<file path="src/sv/wasm_integer_alu_top_assert.svh">
// Assertion macros for the integer ALU top level.
`ifndef WASM_INTEGER_ALU_TOP_ASSERT_SVH
`define WASM_INTEGER_ALU_TOP_ASSERT_SVH
// implication checked on every clock edge outside reset
`define ALU_ASSERT_IMP(label, ante, cons) \
   label: assert property (@(posedge clock) disable iff (reset) (ante) |-> (cons)) \
      else $error("alu check failed");
// next-cycle implication
`define ALU_ASSERT_NEXT(label, ante, cons) \
   label: assert property (@(posedge clock) disable iff (reset) (ante) |=> (cons)) \
      else $error("alu check failed");
`endif

</file>
<file path="src/sv/wai_pkg.sv">
// Package for the integer ALU: operation codes, sizes, cell payload type.
`default_nettype none
package wai_pkg;
   localparam int unsigned XLEN = 64;
   localparam int unsigned NUM_CELLS_DEF = 64;

   typedef enum logic [4:0] {
      OP_EQZ64 = 5'd0, OP_CLZ64 = 5'd1, OP_CTZ64 = 5'd2, OP_POP64 = 5'd3,
      OP_CLZ32 = 5'd4, OP_CTZ32 = 5'd5, OP_POP32 = 5'd6,
      OP_EQ = 5'd7, OP_NE = 5'd8, OP_LTS = 5'd9, OP_LTU = 5'd10,
      OP_GTS = 5'd11, OP_GTU = 5'd12, OP_LES = 5'd13, OP_LEU = 5'd14,
      OP_GES = 5'd15, OP_GEU = 5'd16,
      OP_ROTL32 = 5'd17, OP_ROTR32 = 5'd18, OP_ROTL64 = 5'd19, OP_ROTR64 = 5'd20,
      OP_MUL = 5'd21, OP_DIVS = 5'd22, OP_DIVU = 5'd23, OP_REMS = 5'd24,
      OP_REMU = 5'd25, OP_SHL = 5'd26, OP_SHRS = 5'd27, OP_SHRU = 5'd28
   } op_type;

   localparam logic [1:0] TRAP_NONE = 2'd0;
   localparam logic [1:0] TRAP_DIV0 = 2'd1;
   localparam logic [1:0] TRAP_OVF  = 2'd2;

   // payload carried from cell to cell of the divider chain
   typedef struct packed {
      logic             valid;
      logic             is_div;
      logic             is_mul;
      logic [XLEN-1:0]  quo;    // dividend (or multiplier) shifting out, quotient shifting in
      logic [XLEN-1:0]  rem;    // partial remainder, or product accumulator
      logic [XLEN-1:0]  dvs;    // divisor magnitude, or multiplicand
      logic             neg_q;
      logic             neg_r;
      logic             want_rem;
      logic [XLEN-1:0]  res;    // result of non-divide operations
      logic [1:0]       trap;
   } cell_type;
endpackage
`default_nettype wire

</file>
<file path="src/sv/wai_cell.sv">
// One chain cell: retires one quotient bit or one multiplier bit per cycle while advance is high.
`default_nettype none
module wai_cell (
   input  wire logic              clock,
   input  wire logic              reset,
   input  wire logic              advance,
   input  wai_pkg::cell_type      cell_in,
   output wai_pkg::cell_type      cell_out
);
   wai_pkg::cell_type cell_ff;
   wai_pkg::cell_type cell_in_c;
   logic [wai_pkg::XLEN:0] trial;
   logic [wai_pkg::XLEN:0] shifted;

   always_comb begin
      cell_in_c = cell_in;
      shifted = {cell_in.rem, cell_in.quo[wai_pkg::XLEN-1]};
      trial = shifted - {1'b0, cell_in.dvs};
      if (cell_in.is_div) begin
         if (!trial[wai_pkg::XLEN]) begin
            cell_in_c.rem = trial[wai_pkg::XLEN-1:0];
         end else begin
            cell_in_c.rem = shifted[wai_pkg::XLEN-1:0];
         end
         cell_in_c.quo = {cell_in.quo[wai_pkg::XLEN-2:0], ~trial[wai_pkg::XLEN]};
      end else if (cell_in.is_mul) begin
         // shift-and-add, multiplier msb first
         cell_in_c.rem = {cell_in.rem[wai_pkg::XLEN-2:0], 1'b0}
                         + (cell_in.quo[wai_pkg::XLEN-1] ? cell_in.dvs : '0);
         cell_in_c.quo = {cell_in.quo[wai_pkg::XLEN-2:0], 1'b0};
      end
   end

   always_ff @(posedge clock) begin
      if (reset) begin
         cell_ff.valid <= 1'b0;
      end else if (advance) begin
         cell_ff <= cell_in_c;
      end
   end

   assign cell_out = cell_ff;
endmodule
`default_nettype wire

</file>
<file path="config.mk">
export PLATFORM = sky130hd
export DESIGN_NAME = wai_cell
export DESIGN_NICKNAME = d
export VERILOG_FILES = /design/src/sv/wasm_integer_alu_top_assert.svh /design/src/sv/wai_pkg.sv /design/src/sv/wai_cell.sv
export SDC_FILE = /design/constraint.sdc
export NUM_CORES = 1
export LEC_CHECK = 0
export BUFFER_PORTS_ARGS = -buffer_cell sky130_fd_sc_hd__buf_2
export CORE_MARGIN = 2
export CORE_UTILIZATION = 25
export CTS_CLUSTER_DIAMETER = 60
export CTS_CLUSTER_SIZE = 8
export DETAILED_ROUTE_END_ITERATION = 7
export GPL_TIMING_DRIVEN = 0
export PLACE_DENSITY = 0.5
export SLEW_MARGIN = 40
export SYNTH_ARGS = -nofsm -noshare
export SYNTH_HDL_FRONTEND = slang
export SYNTH_SLANG_ARGS = --single-unit
</file>
<file path="constraint.sdc">
create_clock -name clock -period 20.1 [get_ports clock]
set_input_delay 6.03 -clock clock [delete_from_list [all_inputs] [get_ports clock]]
set_output_delay 6.03 -clock clock [all_outputs]
set_load 0.01 [all_outputs]
</file>
======== Yosys cells after proc, flatten, opt, wreduce, memory -nomap -nowiden ========
Cells that the tools add are included.
storage, ports and cells
  register bits ........................... 264
  bits of input ports ..................... 267
  output and inout bits ................... 264
  logic and storage cells ................. 20
cells by class
  add/subtract/negate cells ............... 2
  muxes and demuxes ....................... 4
  bitwise logic cells ..................... 2
  reductions and logical operators ........ 1
operators with widths
  cell                                            number
  128-bit two-way mux                             2
  64-bit two-way mux                              2
  65-bit by 64-bit subtractor with 65-bit output  1
  64-bit adder                                    1
  1-bit NOT                                       2
  2-bit AND reduction                             1

======== Longest topological paths before layout ========
Gate-level depths: netlist of the first run.
  word-level depth ........................ 4
  mapped depth ............................ 17
  mapped depth without buffers ............ 15

======== Worst setup path after synthesis of the first run ========
No wires, ideal clock.
  path type ............................... input-to-reg
  start point ............................. input reset
  end point ............................... register cell_ff (netlist bit cell_out[0]), enable pin
  library setup time ...................... 928 ps
  arrival ................................. 17657 ps
  slack ................................... 1515 ps
  stages on the path ...................... 1
  path buffers ............................ 0
  path through ............................ nor2b_1
between the ends
  word-level cells in the longest chain between the ends .. 2
ends and longest elaborated chain
  element                               line            text
  from (decl)                           wai_cell.sv:5   input wire logic reset,
  1-bit NOT (no source line)            -
  2-bit AND reduction (no source line)  -
  to (signal assigned)                  wai_cell.sv:38  cell_ff <= cell_in_c;
  to (decl)                             wai_cell.sv:10  wai_pkg::cell_type cell_ff;
Every way passes these cells.
A chain may end at the register's enable or synchronous reset.

==> results of run 1 <==
-- cells by family (layout without fill, tap and decap cells) --
group                    count (synthesis)  after routing  synth area share
AO/OA/AOI/OAI                          608            608             0.209
XOR/XNOR                               114            114            0.0536
adder cells (fa/ha/maj)                129            129            0.0875
buffers and inverters                  210            824            0.0454
flip-flops                             264            264             0.425
multiplexers                            31             31            0.0167
other                                    0              7                 0
AND/OR/NAND/NOR                        683            683             0.163
-- cell type report --
cell class / instances / area [um^2] / share of cell area
multi-input cells: 1565 / 9870 / 0.409
flip-flops and latches: 264 / 7920 / 0.328
repair buffers: 546 / 3020 / 0.125
well taps: 969 / 1210 / 0.0502
clock buffers: 56 / 1120 / 0.0466
plain buffers: 110 / 482 / 0.0200
inverters: 100 / 375 / 0.0156
clock inverters: 12 / 114 / 0.00472
diodes: 7 / 17.5 / 0.000726
-- cell usage after synthesis, types with 4 or more instances --
cell      number  area share
o31ai_1        7      0.0028
ha_1         127       0.085
nand2_1      329       0.066
nand3_1       23      0.0062
o21bai_1      21      0.0085
a21boi_0       5      0.0020
a22oi_1       10      0.0040
inv_1         99       0.020
a31oi_1       19      0.0064
a21o_1        68       0.027
o31a_1         4      0.0019
and3_1        11      0.0037
nor4_1         5      0.0017
mux2i_1       30       0.016
xor2_1        53       0.025
a221o_1        5      0.0027
nand3b_1       4      0.0016
o21a_1        17      0.0069
o21ai_1        4      0.0011
o22ai_1        6      0.0020
buf_1          6      0.0012
buf_2         20      0.0054
nand4_1       42       0.014
nor3_1        19      0.0051
a21oi_1      228       0.061
and4_1         4      0.0019
nand2b_1       7      0.0024
or3_1          4      0.0013
clkbuf_1      78       0.016
a211o_1        5      0.0024
a211oi_1      51       0.021
edfxtp_1     263        0.42
xnor2_1       61       0.029
and2_1         9      0.0030
nor2_1       164       0.033
o211ai_1       7      0.0028
a221oi_1       4      0.0019
or2_2          5      0.0017
o21ai_0       99       0.027
nor2b_1       44       0.015
-- per-layer routing --
layer,global-route usage,up-vias
li1,-,8635
met1,0.246,8489
met2,0.341,648
met3,0.0526,113
met4,0.0562,18
met5,0,-
-- power groups by stage --
| stage | Sequential [mW] | Clock (mW) | Combinational (mW) |
|---|---|---|---|
| floorplan | 0.713 | 0 | 0.281 |
| global placement | 0.694 | 0 | 0.502 |
| detailed placement | 0.679 | 0 | 0.510 |
| CTS | 0.669 | 0.680 | 0.513 |
| global route | 0.672 | 0.700 | 0.561 |
| finish | 0.669 | 0.659 | 0.512 |
-- worst max path at each step --
stage	to	slack, ns
after CTS	cell_out[188]$_DFFE_PP_	9.34
after global routing	cell_out[177]$_DFFE_PP_	9.13
after floorplan	cell_out[0]$_DFFE_PP_	1.52
after detailed placement	cell_out[188]$_DFFE_PP_	8.75
final	cell_out[177]$_DFFE_PP_	9.49
after global placement	cell_out[176]$_DFFE_PP_	-4.78
-- metrics by stage --
step                TNS [ns]  cell area [um^2]  worst slack (ns)  utilization  total power, mW
global route               0             24100              9.13        0.326             1.93
floorplan                  0             18600              1.52            -            0.994
global placement    -1243.43             22500             -4.78        0.304             1.20
finish                     0             24100              9.49        0.326             1.84
detailed placement         0             22900              8.75        0.309             1.19
CTS                        0             24100              9.34        0.326             1.86
-- critical path: cells and delay by family --
kind            cells  cell delay, ns
buf+inv             4            1.53
fa+ha+maj           2            0.54
simple gates        4            0.96
compound gates      6            1.82
==> reports/results.ini, run 1 <==
[run_status]
status=finished clean

[setup_path]
startpoint_type=input pin
reg2reg_depth=2
critPathArrivalTime_ns=10.90
critPathRequiredTime_ns=20.39
worstSetupPathType=in -> reg
crit_path_start=cell_in[260]
worstReg2RegEnd=cell_out[263]$_SDFFE_PP0P_
crit_slowest_cell=o31ai_2
rrSetupSlack_ns=19.51
crit_chain=buf_2, inv_2, clkbuf_1, ha_1, fa_1, nand2b_1, a21oi_1, o31ai_2, a21oi_1, nand3b_1, a41oi_2, o2bb2ai_1, nor2_2, clkbuf_2, nand3b_1, a31oi_1
crit_path_max_fanout=10
worstReg2RegStart=cell_out[263]$_SDFFE_PP0P_
cp_slowest_stage_delay_ns=0.55
worstSetupEndpointType=register

[timing]
slew_violations=0
min_period_ns=10.61
finClkSkew_ns=0
relSlewSlack=0.399
rsz0062_at_grt=no
hold_viol_final=0
worstMarginPinSlew_ns=0.902
finalCritPeriodShare=0.528
hold_slack_ns=0.510
fmax_mhz=94.3
setup_viol=0

[layout]
layout.nets=3026
final_common_cell=buf_2
layout-drive-gt1-share=0.251
fill_cells=7878
largest_reg_flops=264
syn_to_final_growth_pct=29.6
layout_common_cells=buf_2 (550), nand2_1 (329), edfxtp_1 (263), a21oi_1 (228), nor2_1 (164)
stdcell_count=3629

[routing]
antenna_left=0
wire_per_inst_um=21.9
dr.pass1.iters=7
routed-wl-met3_um=5930
wl_met2_um=38000
vias=17900
drc=0
drt-initial-drc-count=1318
wl_um=79400
wl_met1_um=33400
highest_layer=met5
vias_per_cell=4.93

[clock_tree]
clock_sinks=264
clk_latency_ns=0.56
cts_resized=0
cts_max_level=2
cts_tree=done
post-cts-setup-buffer-count=0
clk_pin_slew_ns=0.05
hold_buffers=0
numCtsBuffers=43
root_buffer=clkbuf_16
cts_buffer_depth=3

[yosys]
async_flop_share=0
syn_area_mm2=0.0186
synth-seq-cells=264
yosysWarnings=0
synth.avg_cell_area_um2=9.13
synth_nets=2435
synth_edf_count=263
synth_cell_type_count=85
syn_inst=2039
ys.flop_type=edfxtp_1
seq_area_frac_synth=0.425

[floorplan]
coreArea_mm2=0.0741
initial_core_util=0.251
die_area_mm2=0.0767
die_y_um=277
fp.dieW_um=277
core.rowCount=100
io_pins=531

[placed_design]
gp_congestion=0.936
dp_hpwl_um=64700
port_buffers=530
dp_cells=3554

[global_route]
overflow=0
grt_max_degree=22
antenna_found_initial=21
grt_pass1_wl_um=114000
track_usage=0.199
grt_pass1_vias=17300

[power]
comb_power_share=0.278
swShare=0.326
intPower_mw=1.24
pwr-share-seq=0.364
power_density_mw_per_mm2=76.2
p_leak_nw=10.6
clock_power_share=0.358
p_switching_uw=601
ir_drop_v=0.0000511

[min_path]
hp-class=reg -> reg
whs_path_depth=2
min-delay-start=cell_out[263]$_SDFFE_PP0P_
hold_end=cell_out[263]$_SDFFE_PP0P_

[flow_run]
maxCapViolations=0

Note: power is estimated with default switching activity, not from simulation.
==> run 2, diff against run 1 <==
Clock period 20.1 ns to 10.1 ns, I/O delays scaled along.
==> reports/results.ini, run 2 (same netlist as run 1, synthesis figures left out) <==
[setup_path]
crit_path_max_fanout=10  ; unchanged
worstSetupEndpointType=register  ; unchanged
critPathArrivalTime_ns=8.47  ; was 10.90 ns
crit_path_start=cell_in[260]  ; unchanged
worstSetupPathType=in -> reg  ; unchanged
critPathRequiredTime_ns=10.44  ; was 20.39 ns
worstReg2RegStart=cell_out[263]$_SDFFE_PP0P_  ; unchanged
reg2reg_depth=2  ; unchanged
startpoint_type=input pin  ; unchanged

[power]
p_leak_nw=10.6  ; about the same
power_density_mw_per_mm2=153  ; was 76.2 mW/mm^2
pwr-share-seq=0.362  ; was 0.364
ir_drop_v=0.0000925  ; was 0.0000511 V
p_switching_mw=1.20  ; was 601 uW
swShare=0.326  ; about the same
intPower_mw=2.48  ; was 1.24 mW
clock_power_share=0.361  ; was 0.358
comb_power_share=0.276  ; was 0.278

[global_route]
track_usage=0.201  ; was 0.199
antenna_found_initial=18  ; was 21
overflow=0  ; unchanged
grt_max_degree=21  ; was 22
grt_pass1_wl_um=116000  ; was 114000 um
grt_pass1_vias=17700  ; was 17300

[layout]
final_core_util=0.325  ; was 0.326
layout_common_cells=buf_2 (550), nand2_1 (329), edfxtp_1 (263), a21oi_1 (228), nor2_1 (164)  ; unchanged
layout.nets=3026  ; unchanged
syn_to_final_growth_pct=29.2  ; was 29.6%
final_common_cell=buf_2  ; unchanged
largest_reg_flops=264  ; unchanged
layout-drive-gt1-share=0.252  ; was 0.251

[floorplan]
coreArea_mm2=0.0741  ; unchanged
io_pins=531  ; unchanged
fp.dieW_um=277  ; unchanged
die_area_mm2=0.0767  ; unchanged
die_y_um=277  ; unchanged
core.rowCount=100  ; unchanged
initial_core_util=0.251  ; unchanged

[clock_tree]
root_buffer=clkbuf_16  ; unchanged
clock_sinks=264  ; unchanged
cts_tree=done  ; unchanged
numCtsBuffers=43  ; unchanged
cts_buffer_depth=3  ; unchanged
hold_buffers=0  ; unchanged
post-cts-setup-buffer-count=0  ; unchanged
cts_max_level=2  ; unchanged
clk_pin_slew_ns=0.05  ; about the same
clk_latency_ns=0.55  ; was 0.56 ns
cts_resized=0  ; unchanged

[routing]
vias=17900  ; about the same
drc=0  ; unchanged
wl_um=79800  ; was 79400 um
wire_per_inst_um=22.1  ; was 21.9 um
antenna_left=0  ; unchanged
dr.pass1.iters=5  ; was 7
vias_per_cell=4.94  ; was 4.93
drt-initial-drc-count=1159  ; was 1318

[timing]
setup_viol=0  ; unchanged
setup_slack_ns=1.96  ; was 9.49 ns
hold_viol_final=0  ; unchanged
slew_violations=0  ; unchanged
fmax_mhz=123
worstMarginPinSlew_ns=0.899  ; was 0.902 ns
finClkSkew_ns=0  ; unchanged
relSlewSlack=0.400  ; was 0.399
rsz0062_at_grt=no  ; unchanged
min_period_ns=8.14
tns_ns=0  ; unchanged
finalCritPeriodShare=0.805

[placed_design]
port_buffers=530  ; unchanged
gp_congestion=0.880  ; was 0.936
dp_slack_ns=1.30  ; was 8.75 ns
dp_hpwl_um=64700  ; about the same

[min_path]
hp-class=reg -> reg  ; unchanged
whs_path_depth=2  ; unchanged
min-delay-start=cell_out[263]$_SDFFE_PP0P_  ; unchanged

[run_status]
status=finished clean  ; unchanged

[flow_run]
maxCapViolations=0  ; unchanged

[run 2: cell count changes in the layout (fill, tap and decap cells not counted), sizes merged]
cell | previous run | this run
bufinv | 0 | 1
clkbuf | 135 | 127
clkinv | 11 | 6
clkinvlp | 0 | 1
diode | 7 | 1
inv | 101 | 103
[run 2: power groups by stage]
stage | registers (mW) | clock network [mW] | logic (mW)
after floorplan | 1.40 | 0 | 0.559
after global placement | 1.36 | 0 | 0.998
after detailed placement | 1.35 | 0 | 1.01
after CTS | 1.33 | 1.38 | 1.02
after global routing | 1.34 | 1.42 | 1.11
final | 1.33 | 1.33 | 1.02
[run 2: stage by stage]
step	power (mW)	area, um^2	cells	hold WS, ns
finish	3.68	24100	3614	0.490
global route	3.87	24100	3613	0.516
CTS	3.73	24100	3613	0.498
detailed placement	2.36	22800	3554	0.487
global placement	2.36	22500	3538	0.470
floorplan	1.96	18600	2039	0.528
[run 2: final timing paths]
| kind | slack [ns] | end |
|---|---|---|
| hold reg to reg | 0.49 | cell_out[263]$_SDFFE_PP0P_ |
| hold / removal | 0.49 | cell_out[263]$_SDFFE_PP0P_ |
| setup reg to reg | 9.52 | cell_out[263]$_SDFFE_PP0P_ |
| setup / recovery | 1.96 | cell_out[177]$_DFFE_PP_ |
[run 2: critical path: stages]
cell,delay [ns]
buf_2,0.16
inv_2,0.39
clkbuf_1,0.48
ha_1,0.32
fa_1,0.24
nand2b_1,0.15
a21oi_1,0.15
o31ai_2,0.72
a21oi_1,0.14
nand3b_1,0.34
a41oi_2,0.42
o2bb2ai_1,0.29
nor2_2,0.46
clkbuf_2,0.54
nand3b_1,0.19
a31oi_1,0.41
[run 2: final cells by class]
class	count	area, um^2
repair buffers	546	2970
fillers	7899	50000
diodes	1	2.50
well taps	969	1210
multi-input cells	1565	9880
flip-flops and latches	264	7920
clock buffers	48	1090
inverters	100	375
plain buffers	110	479
clock inverters	11	126
[run 2: metal layers]
layer,GRT usage,routed length (um)
met4,0.0481,1840
met1,0.249,33700
met2,0.353,38600
met5,0,109
met3,0.0470,5500
